File: src/sv/gf15_pkg.sv
`default_nettype none
package gf15_pkg;

   localparam int unsigned ElemWidth = 15;
   localparam int unsigned ExpWidth  = 32;
   localparam int unsigned NumCells  = ExpWidth - 1;

   localparam logic [1:0] ACT_ADD = 2'd0;
   localparam logic [1:0] ACT_MUL = 2'd1;
   localparam logic [1:0] ACT_POW = 2'd2;

   typedef logic [ElemWidth-1:0] elem_type;
   typedef logic [NumCells-1:0]  expo_type;

   typedef struct packed {
      logic     valid;
      elem_type acc;
      elem_type base;
      expo_type expo;
   } stage_type;

   localparam elem_type ElemOne = elem_type'(1);

   // carry-less product reduced modulo x^15 + x + 1
   function automatic elem_type gf_mul(input elem_type x, input elem_type y);
      logic [2*ElemWidth-2:0] prod;
      logic [ElemWidth-2:0]   hi;
      prod = '0;
      for (int i = 0; i < ElemWidth; i++) begin
         if (y[i]) begin
            prod = prod ^ ((2*ElemWidth-1)'(x) << i);
         end
      end
      hi = prod[2*ElemWidth-2:ElemWidth];
      // x^15 == x + 1
      gf_mul = prod[ElemWidth-1:0] ^ {1'b0, hi} ^ {hi, 1'b0};
   endfunction

endpackage
`default_nettype wire

File: src/sv/gf15_cell.sv
`default_nettype none
module gf15_cell (
   input  wire logic                clock,
   input  wire logic                reset,
   input  wire logic                advance,
   input  wire gf15_pkg::stage_type stage_in,
   output gf15_pkg::stage_type      stage_out
);
   import gf15_pkg::*;

   logic     valid_ff, valid_in;
   elem_type acc_ff, acc_in;
   elem_type base_ff, base_in;
   expo_type expo_ff, expo_in;

   always_comb begin
      valid_in = stage_in.valid;
      acc_in   = stage_in.expo[0] ? gf_mul(stage_in.acc, stage_in.base) : stage_in.acc;
      base_in  = gf_mul(stage_in.base, stage_in.base);
      expo_in  = {1'b0, stage_in.expo[NumCells-1:1]};
   end

   always_ff @(posedge clock) begin
      if (reset) begin
         valid_ff <= 1'b0;
      end else if (advance) begin
         valid_ff <= valid_in;
      end
   end

   always_ff @(posedge clock) begin
      if (advance) begin
         acc_ff  <= acc_in;
         base_ff <= base_in;
         expo_ff <= expo_in;
      end
   end

   assign stage_out = '{valid: valid_ff, acc: acc_ff, base: base_ff, expo: expo_ff};

endmodule
`default_nettype wire

File: config.mk
export PLATFORM = sky130hd
export DESIGN_NAME = gf15_cell
export DESIGN_NICKNAME = d
export VERILOG_FILES = /design/src/sv/gf15_pkg.sv /design/src/sv/gf15_cell.sv
export SDC_FILE = /design/constraint.sdc
export NUM_CORES = 1
export LEC_CHECK = 0
export CORE_MARGIN = 3
export CORE_UTILIZATION = 65
export DETAILED_ROUTE_END_ITERATION = 8
export DONT_BUFFER_PORTS = 1
export GPL_ROUTABILITY_DRIVEN = 0
export PLACE_DENSITY_LB_ADDON = 0.08
export SYNTH_ARGS = -nofsm -noshare
export SYNTH_HDL_FRONTEND = slang
export SYNTH_SLANG_ARGS = --single-unit
File: constraint.sdc
create_clock -name clock -period 2.5 [get_ports clock]
set_clock_uncertainty 0.15 [all_clocks]
set_input_delay 0 -clock clock [delete_from_list [all_inputs] [get_ports clock]]
set_output_delay 0 -clock clock [all_outputs]
set_load 0.02 [all_outputs]
# Word-level counts from Yosys, hierarchy flattened
# Cells that the tools add are included.
# classes
n_addsub	0
n_eq_ne	0
div	0
bitwise_logic	32
mul	0
shift	0
mux	31
magnitude_cmp	0
n_reduce_logical	0
# op_table
cell	count
2-to-1 mux 29 bit	28
XOR 29 x 17 -> 29 bit	2
XOR 29 x 18 -> 29 bit	2
XOR 29 x 19 -> 29 bit	2
XOR 29 x 20 -> 29 bit	2
XOR 29 x 21 -> 29 bit	2
XOR 29 x 22 -> 29 bit	2
XOR 29 x 23 -> 29 bit	2
XOR 29 x 24 -> 29 bit	2
XOR 29 x 25 -> 29 bit	2
XOR 29 x 26 -> 29 bit	2
XOR 29 x 27 -> 29 bit	2
XOR 29 x 28 -> 29 bit	2
XOR 29 bit	2
2-to-1 mux 15 bit	3
XOR 15 x 16 -> 16 bit	2
XOR 15 x 14 -> 15 bit	2
XOR 15 bit	2
# totals
word_cells	67
in_bits	65
regBits	61
ram_bits	0
memories	0
output_inout_bits	62
rom_bits	0
latchBits	0

# Depth between registers and ports, before layout
# Gate-level depths: netlist of run 1.
# logic_depth
word_depth	32
mapped_depth	8
depth_no_buf	6

# Least setup slack after synthesis of run 1
# No wires, ideal clock.
# synth_timing
path_type	input to register
start	in stage_in[38] in the netlist's numbering
end	reg acc_ff[7] (data pin)
setup_ns	0.260
t_arrival_ns	1.630
path_slack_ns	0.460
n_path_buf	2
t_required_ns	2.090
cell_stages	8
path_cell_list	clkbuf_1 -> buf_2 -> nand2_1 -> xor2_1 -> xnor2_1 -> xnor2_1 -> xnor3_1 -> mux2_2
# synth_between
elab_chain_len	18
# synth_rtl
element	line	rtl
from (decl)	gf15_cell.sv:6	input wire gf15_pkg::stage_type stage_in,
2-to-1 mux 29 bit *	gf15_pkg.sv:30	if (y[i]) begin
XOR 29 x 23 -> 29 bit	gf15_pkg.sv:31	prod = prod ^ ((2*ElemWidth-1)'(x) << i);
2-to-1 mux 29 bit *	gf15_pkg.sv:30	
XOR 29 x 24 -> 29 bit	gf15_pkg.sv:31	
2-to-1 mux 29 bit *	gf15_pkg.sv:30	
XOR 29 x 25 -> 29 bit	gf15_pkg.sv:31	
2-to-1 mux 29 bit *	gf15_pkg.sv:30	
XOR 29 x 26 -> 29 bit	gf15_pkg.sv:31	
[... 3 more ...]	n/a	
XOR 29 x 28 -> 29 bit	gf15_pkg.sv:31	
2-to-1 mux 29 bit *	gf15_pkg.sv:30	
XOR 29 bit	gf15_pkg.sv:31	
2-to-1 mux 29 bit *	gf15_pkg.sv:30	
XOR 15 x 14 -> 15 bit	gf15_pkg.sv:36	gf_mul = prod[ElemWidth-1:0] ^ {1'b0, hi} ^ {hi, 1'b0};
XOR 15 bit *	gf15_pkg.sv:36	
2-to-1 mux 15 bit *	gf15_cell.sv:18	acc_in = stage_in.expo[0] ? gf_mul(stage_in.acc, stage_in.base) : stage_in.acc;
via acc_in[7]	gf15_cell.sv:12	elem_type acc_ff, acc_in;
to (signal assigned)	gf15_cell.sv:33	acc_ff <= acc_in;
to (decl)	gf15_cell.sv:12	
# Mark *: on every way through the listed nets, which the timed path passes. The rest lies on a longest branch.
# A chain may end at the register's enable or synchronous reset.

# Worst setup path in the final report of run 1
# layout_timing
start	in stage_in[50] in the netlist's numbering
end	reg acc_ff[6] (data pin)
# layout_between
elab_chain_len	29
# layout_rtl
element	line
XOR 29 x 17 -> 29 bit *	gf15_pkg.sv:31
2-to-1 mux 29 bit *	gf15_pkg.sv:30
XOR 29 x 18 -> 29 bit	gf15_pkg.sv:31
2-to-1 mux 29 bit *	gf15_pkg.sv:30
XOR 29 x 19 -> 29 bit	gf15_pkg.sv:31
2-to-1 mux 29 bit *	gf15_pkg.sv:30
XOR 29 x 20 -> 29 bit	gf15_pkg.sv:31
2-to-1 mux 29 bit *	gf15_pkg.sv:30
[... 14 more ...]	n/a
XOR 29 x 28 -> 29 bit	gf15_pkg.sv:31
2-to-1 mux 29 bit *	gf15_pkg.sv:30
XOR 29 bit	gf15_pkg.sv:31
2-to-1 mux 29 bit *	gf15_pkg.sv:30
XOR 15 x 14 -> 15 bit *	gf15_pkg.sv:36
XOR 15 bit *	gf15_pkg.sv:36
2-to-1 mux 15 bit *	gf15_cell.sv:18
via acc_in[6]	gf15_cell.sv:12
# Marks and branches as above.

==> results by group, run 1 <==
CTS
  • H-tree Lvls: 3
  • Setup Buffers After CTS: 0
  • Clk Latency, worst-skew pair: 0.34 ns
  • Post-CTS sizing: 0
  • Clock Sinks: 61
  • CTS tree: yes
  • Clock root cell: clkbuf_8
  • Num CTS Buffers: 9
  • Clk pin slew, worst setup/hold paths: 0.07 ns
  • Number of hold buffers added after cts: 65
  • Clock Path Buffers: 2

Route
  • Via/cell ratio: 6.08
  • DRT Pass-1 Iters: 5
  • Detailed Route WL: 15.5 mm
  • Initial DRC Count: 581
  • Avg WL per Cell: 22.2 µm
  • Detail Route Antenna Nets: 0
  • Residual DRC: 0
  • Via count: 4251

Setup path
  • CP Data Required Time: 2.44 ns
  • Worst reg2reg startpoint: valid_ff
  • RR Endpoint: valid_ff
  • Crit path from: stage_in[50]
  • Worst setup SP type: input port
  • Reg2reg setup slack: 1.11 ns
  • Nature of the critical path endpoint: register
  • Critical setup path kind: input port to register
  • Worst Path Arrival: 2.04 ns
  • Critical Path End: acc_ff[6]
  • Worst Reg-to-Reg Cells: 3
  • Worst-path fanout max: 16

Yosys
  • Yosys cell types: 19
  • Gate Count Post-Synth: 588
  • Synthesized net count: 653
  • Primary FF master, synth: edfxtp_1
  • Asr flop ratio synth: 0%
  • Avg Cell Area, Syn: 9.11 µm²
  • Sequential share of the synthesized area: 34.0%
  • Synth warn: 0
  • Yosys reg bits: 61
  • Area of the mapped netlist: 5360 µm²
  • Post-synth EDFFs: 60

Finish
  • Fin nets: 657
  • Share of cells above drive strength 1: 4.19%
  • Layout area overhead: 12.3%
  • Diode count: 0
  • Fin util: 76.6%

Placement
  • IO Port Bufs: 0
  • Pre-CTS setup slack: 0.529 ns
  • Hpwl dp: 8.70 mm

Power and ir drop
  • Int Pwr: 2.75 mW
  • Max VDD drop: 0.000354 V
  • Combinational Power Share: 39.1%
  • Leak pwr: 2.44 nW
  • Sw power: 1.27 mW
  • Sw Share: 31.6%
  • Sequential power share: 39.4%
  • Clock network fraction of design power: 21.4%
  • Pwr dens: 669 nW/µm²

Run
  • Max-Cap Viols: 0

Die
  • Starting Density: 68.2%
  • DIE AREA: 9360 µm²
  • Top Ports: 127
  • Num rows: 32
  • Core area: 7850 µm²
  • Die width: 96.8 µm
  • Die H: 96.8 µm

Run status
  • Status: finished, final reports clean

STA
  • Slew @ Worst Pin: 1.01 ns
  • Setup TNS: 0 ns
  • Post-route setup slack: 0.405 ns
  • Fmax: 0.477 GHz
  • Max-slew violation count: 0
  • Tcrit/Tclk final: 83.8%
  • Unrepaired setup endpoints after global routing: no
  • Final hold violations: 0
  • Final setup fails: 0
  • Max transition margin: 32.5%
  • Final min period: 2.09 ns

Min path
  • Min-delay worst type: input port to register

Global route
  • Gr usage total: 33.5%
  • GRT overflow: 0
  • Vias in the first global route: 4243
  • Largest net degree at the start of global routing: 61
  • Wire length of the first global-routing pass: 24.3 mm
  • Antenna violations before repair: 0
-- worst max-delay path: stages --
cell and delay (ns):
nand2_1 0.05, xnor3_1 0.38, xnor3_1 0.38, xnor3_1 0.27, xnor2_1 0.24, a21oi_1 0.10, dlygate4sd3_1 0.61
-- through the flow --
step	cell area, µm²	power (mW)	hold slack [ns]	std cells
6_report	6010	4.02	0.136	699
5_1_grt	6010	4.20	0.126	699
4_1_cts	6010	4.02	0.119	699
3_3_place_gp	5150	2.96	-0.0758	618
2_1_floorplan	5360	2.91	-0.0776	588
3_5_place_dp	5150	3.01	-0.0678	618
-- layer usage --
metal / GRT usage (%) / vias up / wire, µm
met1: 41.2 / 2038 / 5420
li1: - / 1813 / -
met5: 0 / - / 0
met4: 13.8 / 0 / 530
met3: 9.30 / 54 / 1930
met2: 55.7 / 346 / 7660
-- cell usage after synthesis (3+ instances only) --
library cell	number	area (µm²)
mux2_2	7	78.8
mux2i_1	3	30.0
nand2_1	224	841
clkbuf_1	28	105
buf_2	31	155
clkbuf_2	9	45.0
nor2_1	7	26.3
xnor3_1	28	631
edfxtp_1	60	1800
xor2_1	50	438
a21oi_1	6	30.0
buf_4	4	30.0
xnor2_1	125	1090
-- sequential cells by signal, indices dropped and copies added, names as in the netlist --
signal / flops
base_ff: 15
valid_ff: 1
expo_ff: 30
acc_ff: 15
-- power groups by stage --
| stage | Sequential, mW | Combinational (mW) | Clock, mW |
|---|---|---|---|
| after detailed placement | 1.61 | 1.40 | 0 |
| after global routing | 1.60 | 1.67 | 0.928 |
| after floorplan | 1.57 | 1.34 | 0 |
| after global placement | 1.60 | 1.35 | 0 |
| final | 1.59 | 1.57 | 0.862 |
| after CTS | 1.59 | 1.55 | 0.877 |
-- logic make-up (layout without fill, tap and decap cells) --
family	Yosys count	after routing	synth area share, %
buffers and inverters	73	82	6.33
XOR/XNOR	203	203	40.4
other	1	1	0.0700
multiplexers	10	10	2.03
AO/OA/AOI/OAI	7	7	0.724
flip-flops	61	61	34.0
AND/OR/NAND/NOR	233	233	16.4
-- area by class of cell --
class	count	area (µm²)
tap	102	128
timing repair buffer	65	668
fill	526	1830
clock buffer	9	124
clock inverter	7	73.8
sequential	61	1820
multi-input combinational	454	3190
inverter	1	3.75
-- worst min-delay path by stage --
stage,start,endpoint,depth (start not counted)
3_3_place_gp,reset,valid_ff,1
6_report,stage_in[18],expo_ff[17],1
2_1_floorplan,reset,valid_ff,1
3_5_place_dp,reset,valid_ff,1
4_1_cts,stage_in[29],expo_ff[28],1
5_1_grt,stage_in[14],expo_ff[13],1
-- cells in the final DEF, fill, tap and decap left out, drive strengths merged --
cell	Yosys	routed
xor2	50	50
clkinvlp	0	1
dlygate4sd3	0	64
clkinv	0	4
mux2i	3	3
inv	1	2
xnor3	28	28
xnor2	125	125
nor2b	1	1
buf	35	1
nor2	7	7
conb	1	1
clkbuf	37	9
a21oi	6	6
a2bb2oi	1	1
dfxtp	1	1
nand2	225	225
bufinv	0	1
edfxtp	60	60
mux2	7	7
(Power assumes the default switching activity.)
==> inputs of run 2 (changes only) <==
CORE_UTILIZATION = 59   (was 65)
clock period = 1.9 ns   (was 2.5 ns; I/O delays follow)
==> run 2 against run 1 <==
  * The run now ends with hold timing left
  * Non-clock buffer count grew 1
  * Hold slack lost 0.52 ns
  * Sequential share of layout area hardly changed
  * Sequential power increased by 31%
  * Sequential cell count unchanged
  * Global-route usage down 3.8 points
  * Via count decreased by 5.6%
  * Clock power increased by 33%
  * Combinational power is 29% higher
  * Critical path depth shrank 5
  * Clock-buffer cell count did not move
  * Critical endpoint is now acc_ff[14]
==> results by group, run 2 (synthesized netlist as in run 1, its figures left out) <==
Run status
  • Status: finished with violations
  • Failing checks: hold timing

Finish
  • Diode count: 0 (unchanged)
  • Fin util: 68.6% (-8.0 points)
  • Regs by FF count: expo_ff: 30 flops, acc_ff: 15 flops, base_ff: 15 flops
  • Most common cell after layout, fill and taps aside: nand2_1
  • Final Cell Area: 6010 µm² (about the same)
  • Biggest register: expo_ff
  • Layout area overhead: 12.2% (about the same)
  • FILL cells: 659 (+25%)
  • Fin nets: 658 (+0.15%)
  • Most frequent cells in the layout: 222 x nand2_1, 125 x xnor2_1, 63 x dlygate4sd3_1, 60 x edfxtp_1, 50 x xor2_1
  • Share of cells above drive strength 1: 4.85% (+0.66 points)
  • Max reg flops: 30 (unchanged)

Power and ir drop
  • Pwr Total: 5.25 mW (+30%)
  • Max VDD drop: 0.000486 V (+37%)
  • Leak pwr: 2.44 nW (-0.12%)
  • Pwr dens: 873 nW/µm² (+30%)

Placement
  • Pre-CTS setup slack: 0.0194 ns (-0.509 ns)
  • Hpwl dp: 8.53 mm (-2.0%)
  • IO Port Bufs: 0 (unchanged)
  • Post-DP Area: 5180 µm² (+0.68%)

Route
  • Residual DRC: 0 (unchanged)
  • Detail Route Antenna Nets: 0 (unchanged)
  • Via count: 4013 (-5.6%)
  • DRT Pass-1 Iters: 6 (+1)
  • Avg WL per Cell: 20.9 µm (-6.0%)
  • Initial DRC Count: 521 (-10%)
  • Detailed Route WL: 14.7 mm (-5.1%)
  • Via/cell ratio: 5.68 (-6.5%)

Die
  • DIE AREA: 10300 µm² (+9.5%)
  • Starting Density: 61.1% (-7.1 points)
  • Die width: 101 µm (+4.7%)
  • Die H: 101 µm (+4.7%)
  • Core area: 8760 µm² (+12%)
  • Top Ports: 127 (unchanged)
  • Num rows: 34 (+6.3%)

CTS
  • Post-CTS sizing: 0 (unchanged)
  • Num CTS Buffers: 9 (unchanged)
  • H-tree Lvls: 3 (unchanged)
  • Clock Path Buffers: 2 (unchanged)
  • CTS tree: yes
  • Clk Latency, worst-skew pair: 0.34 ns (about the same)
  • Number of hold buffers added after cts: 63 (-3.1%)
  • Clock Sinks: 61 (unchanged)
  • Clk pin slew, worst setup/hold paths: 0.07 ns (about the same)
  • Clock root cell: clkbuf_8
  • Setup Buffers After CTS: 0 (unchanged)

STA
  • Post-route setup slack: 0.216 ns (-0.189 ns)
  • Slew @ Worst Pin: 0.978 ns (-0.0320 ns)
  • Final min period: 1.68 ns
  • Unrepaired setup endpoints after global routing: no
  • Tcrit/Tclk final: 88.6%
  • Max-slew violation count: 0 (unchanged)
  • Final hold violations: 60 (+60)
  • Max transition margin: 34.6% (+2.1 points)
  • Final setup fails: 0 (unchanged)
  • Fmax: 0.594 GHz
  • Fin Hold WS: -0.385 ns (-0.521 ns)

Setup path
  • Worst Path Arrival: 1.62 ns (-0.42 ns)
  • CP Data Required Time: 1.84 ns (-0.60 ns)
  • Worst-path fanout max: 22 (+6)
  • Nature of the critical path endpoint: register
  • Reg2reg setup slack: 0.51 ns (-0.60 ns)
  • Worst Reg-to-Reg Cells: 3 (unchanged)
  • CP Cell Sequence: dlygate4sd3_1, mux2_2
  • Worst setup SP type: input port
  • RR Endpoint: valid_ff
  • Buffers & Inverters on Critical Path: 1 (unchanged)
  • Critical setup path kind: input port to register
  • Largest stage delay, worst path: 1.18 ns (+0.57 ns)
  • Worst reg2reg startpoint: valid_ff
  • CP top delay family: buffers and inverters
  • CP max-delay cell: dlygate4sd3_1

Global route
  • GRT overflow: 0 (unchanged)
  • Antenna violations before repair: 0 (unchanged)
  • Wire length of the first global-routing pass: 22.7 mm (-6.7%)
  • Gr usage total: 29.7% (-3.8 points)
  • Vias in the first global route: 3769 (-11%)
  • Largest net degree at the start of global routing: 62 (+1.6%)

Min path
  • Hold path depth: 0 (-1)
  • Hold Path End: base_ff[14]
  • Hold_sp: advance
  • Min-delay worst type: input port to register

Run
  • Max-Cap Viols: 0 (unchanged)
-- run 2: cell type report --
| cell class | instances | area (µm²) | share of cell area (%) |
|---|---|---|---|
| multi-input combinational | 454 | 3200 | 53.2 |
| sequential | 61 | 1820 | 30.3 |
| timing repair buffer | 66 | 653 | 10.9 |
| tap | 108 | 135 | 2.25 |
| clock buffer | 9 | 124 | 2.06 |
| clock inverter | 7 | 73.8 | 1.23 |
| inverter | 1 | 3.75 | 0.0624 |
-- run 2: metal layers --
metal | GRT usage, % | vias to the layer above | wire length [µm]
met3 | 7.51 | 26 | 1960
li1 | - | 1810 | -
met1 | 41.4 | 1875 | 5470
met2 | 47.3 | 302 | 7030
met5 | 0 | - | 0
met4 | 6.34 | 0 | 284
-- run 2: stage by stage --
stage                     TNS [ns]  std cells
final                            0        706
after global routing             0        706
after CTS                        0        706
after detailed placement         0        627
after global placement           0        627
after floorplan            -0.0296        588
-- run 2: report_power, final --
group          total [mW]  internal [mW]  switching (mW)
Clock                1.15          0.609           0.536
Combinational        2.02           1.26           0.766
Sequential           2.08           1.75           0.322
-- run 2: worst max-delay path by stage --
stage | from | to | slack [ns] | cells past startpoint
2_1_floorplan | stage_in[57] | acc_ff[7] | -0.03 | 8
3_3_place_gp | stage_in[60] | acc_ff[1] | 0.06 | 7
3_5_place_dp | stage_in[60] | acc_ff[5] | 0.02 | 6
4_1_cts | stage_in[0] | acc_ff[14] | 0.25 | 2
5_1_grt | stage_in[0] | acc_ff[14] | 0.17 | 2
6_report | stage_in[0] | acc_ff[14] | 0.22 | 2
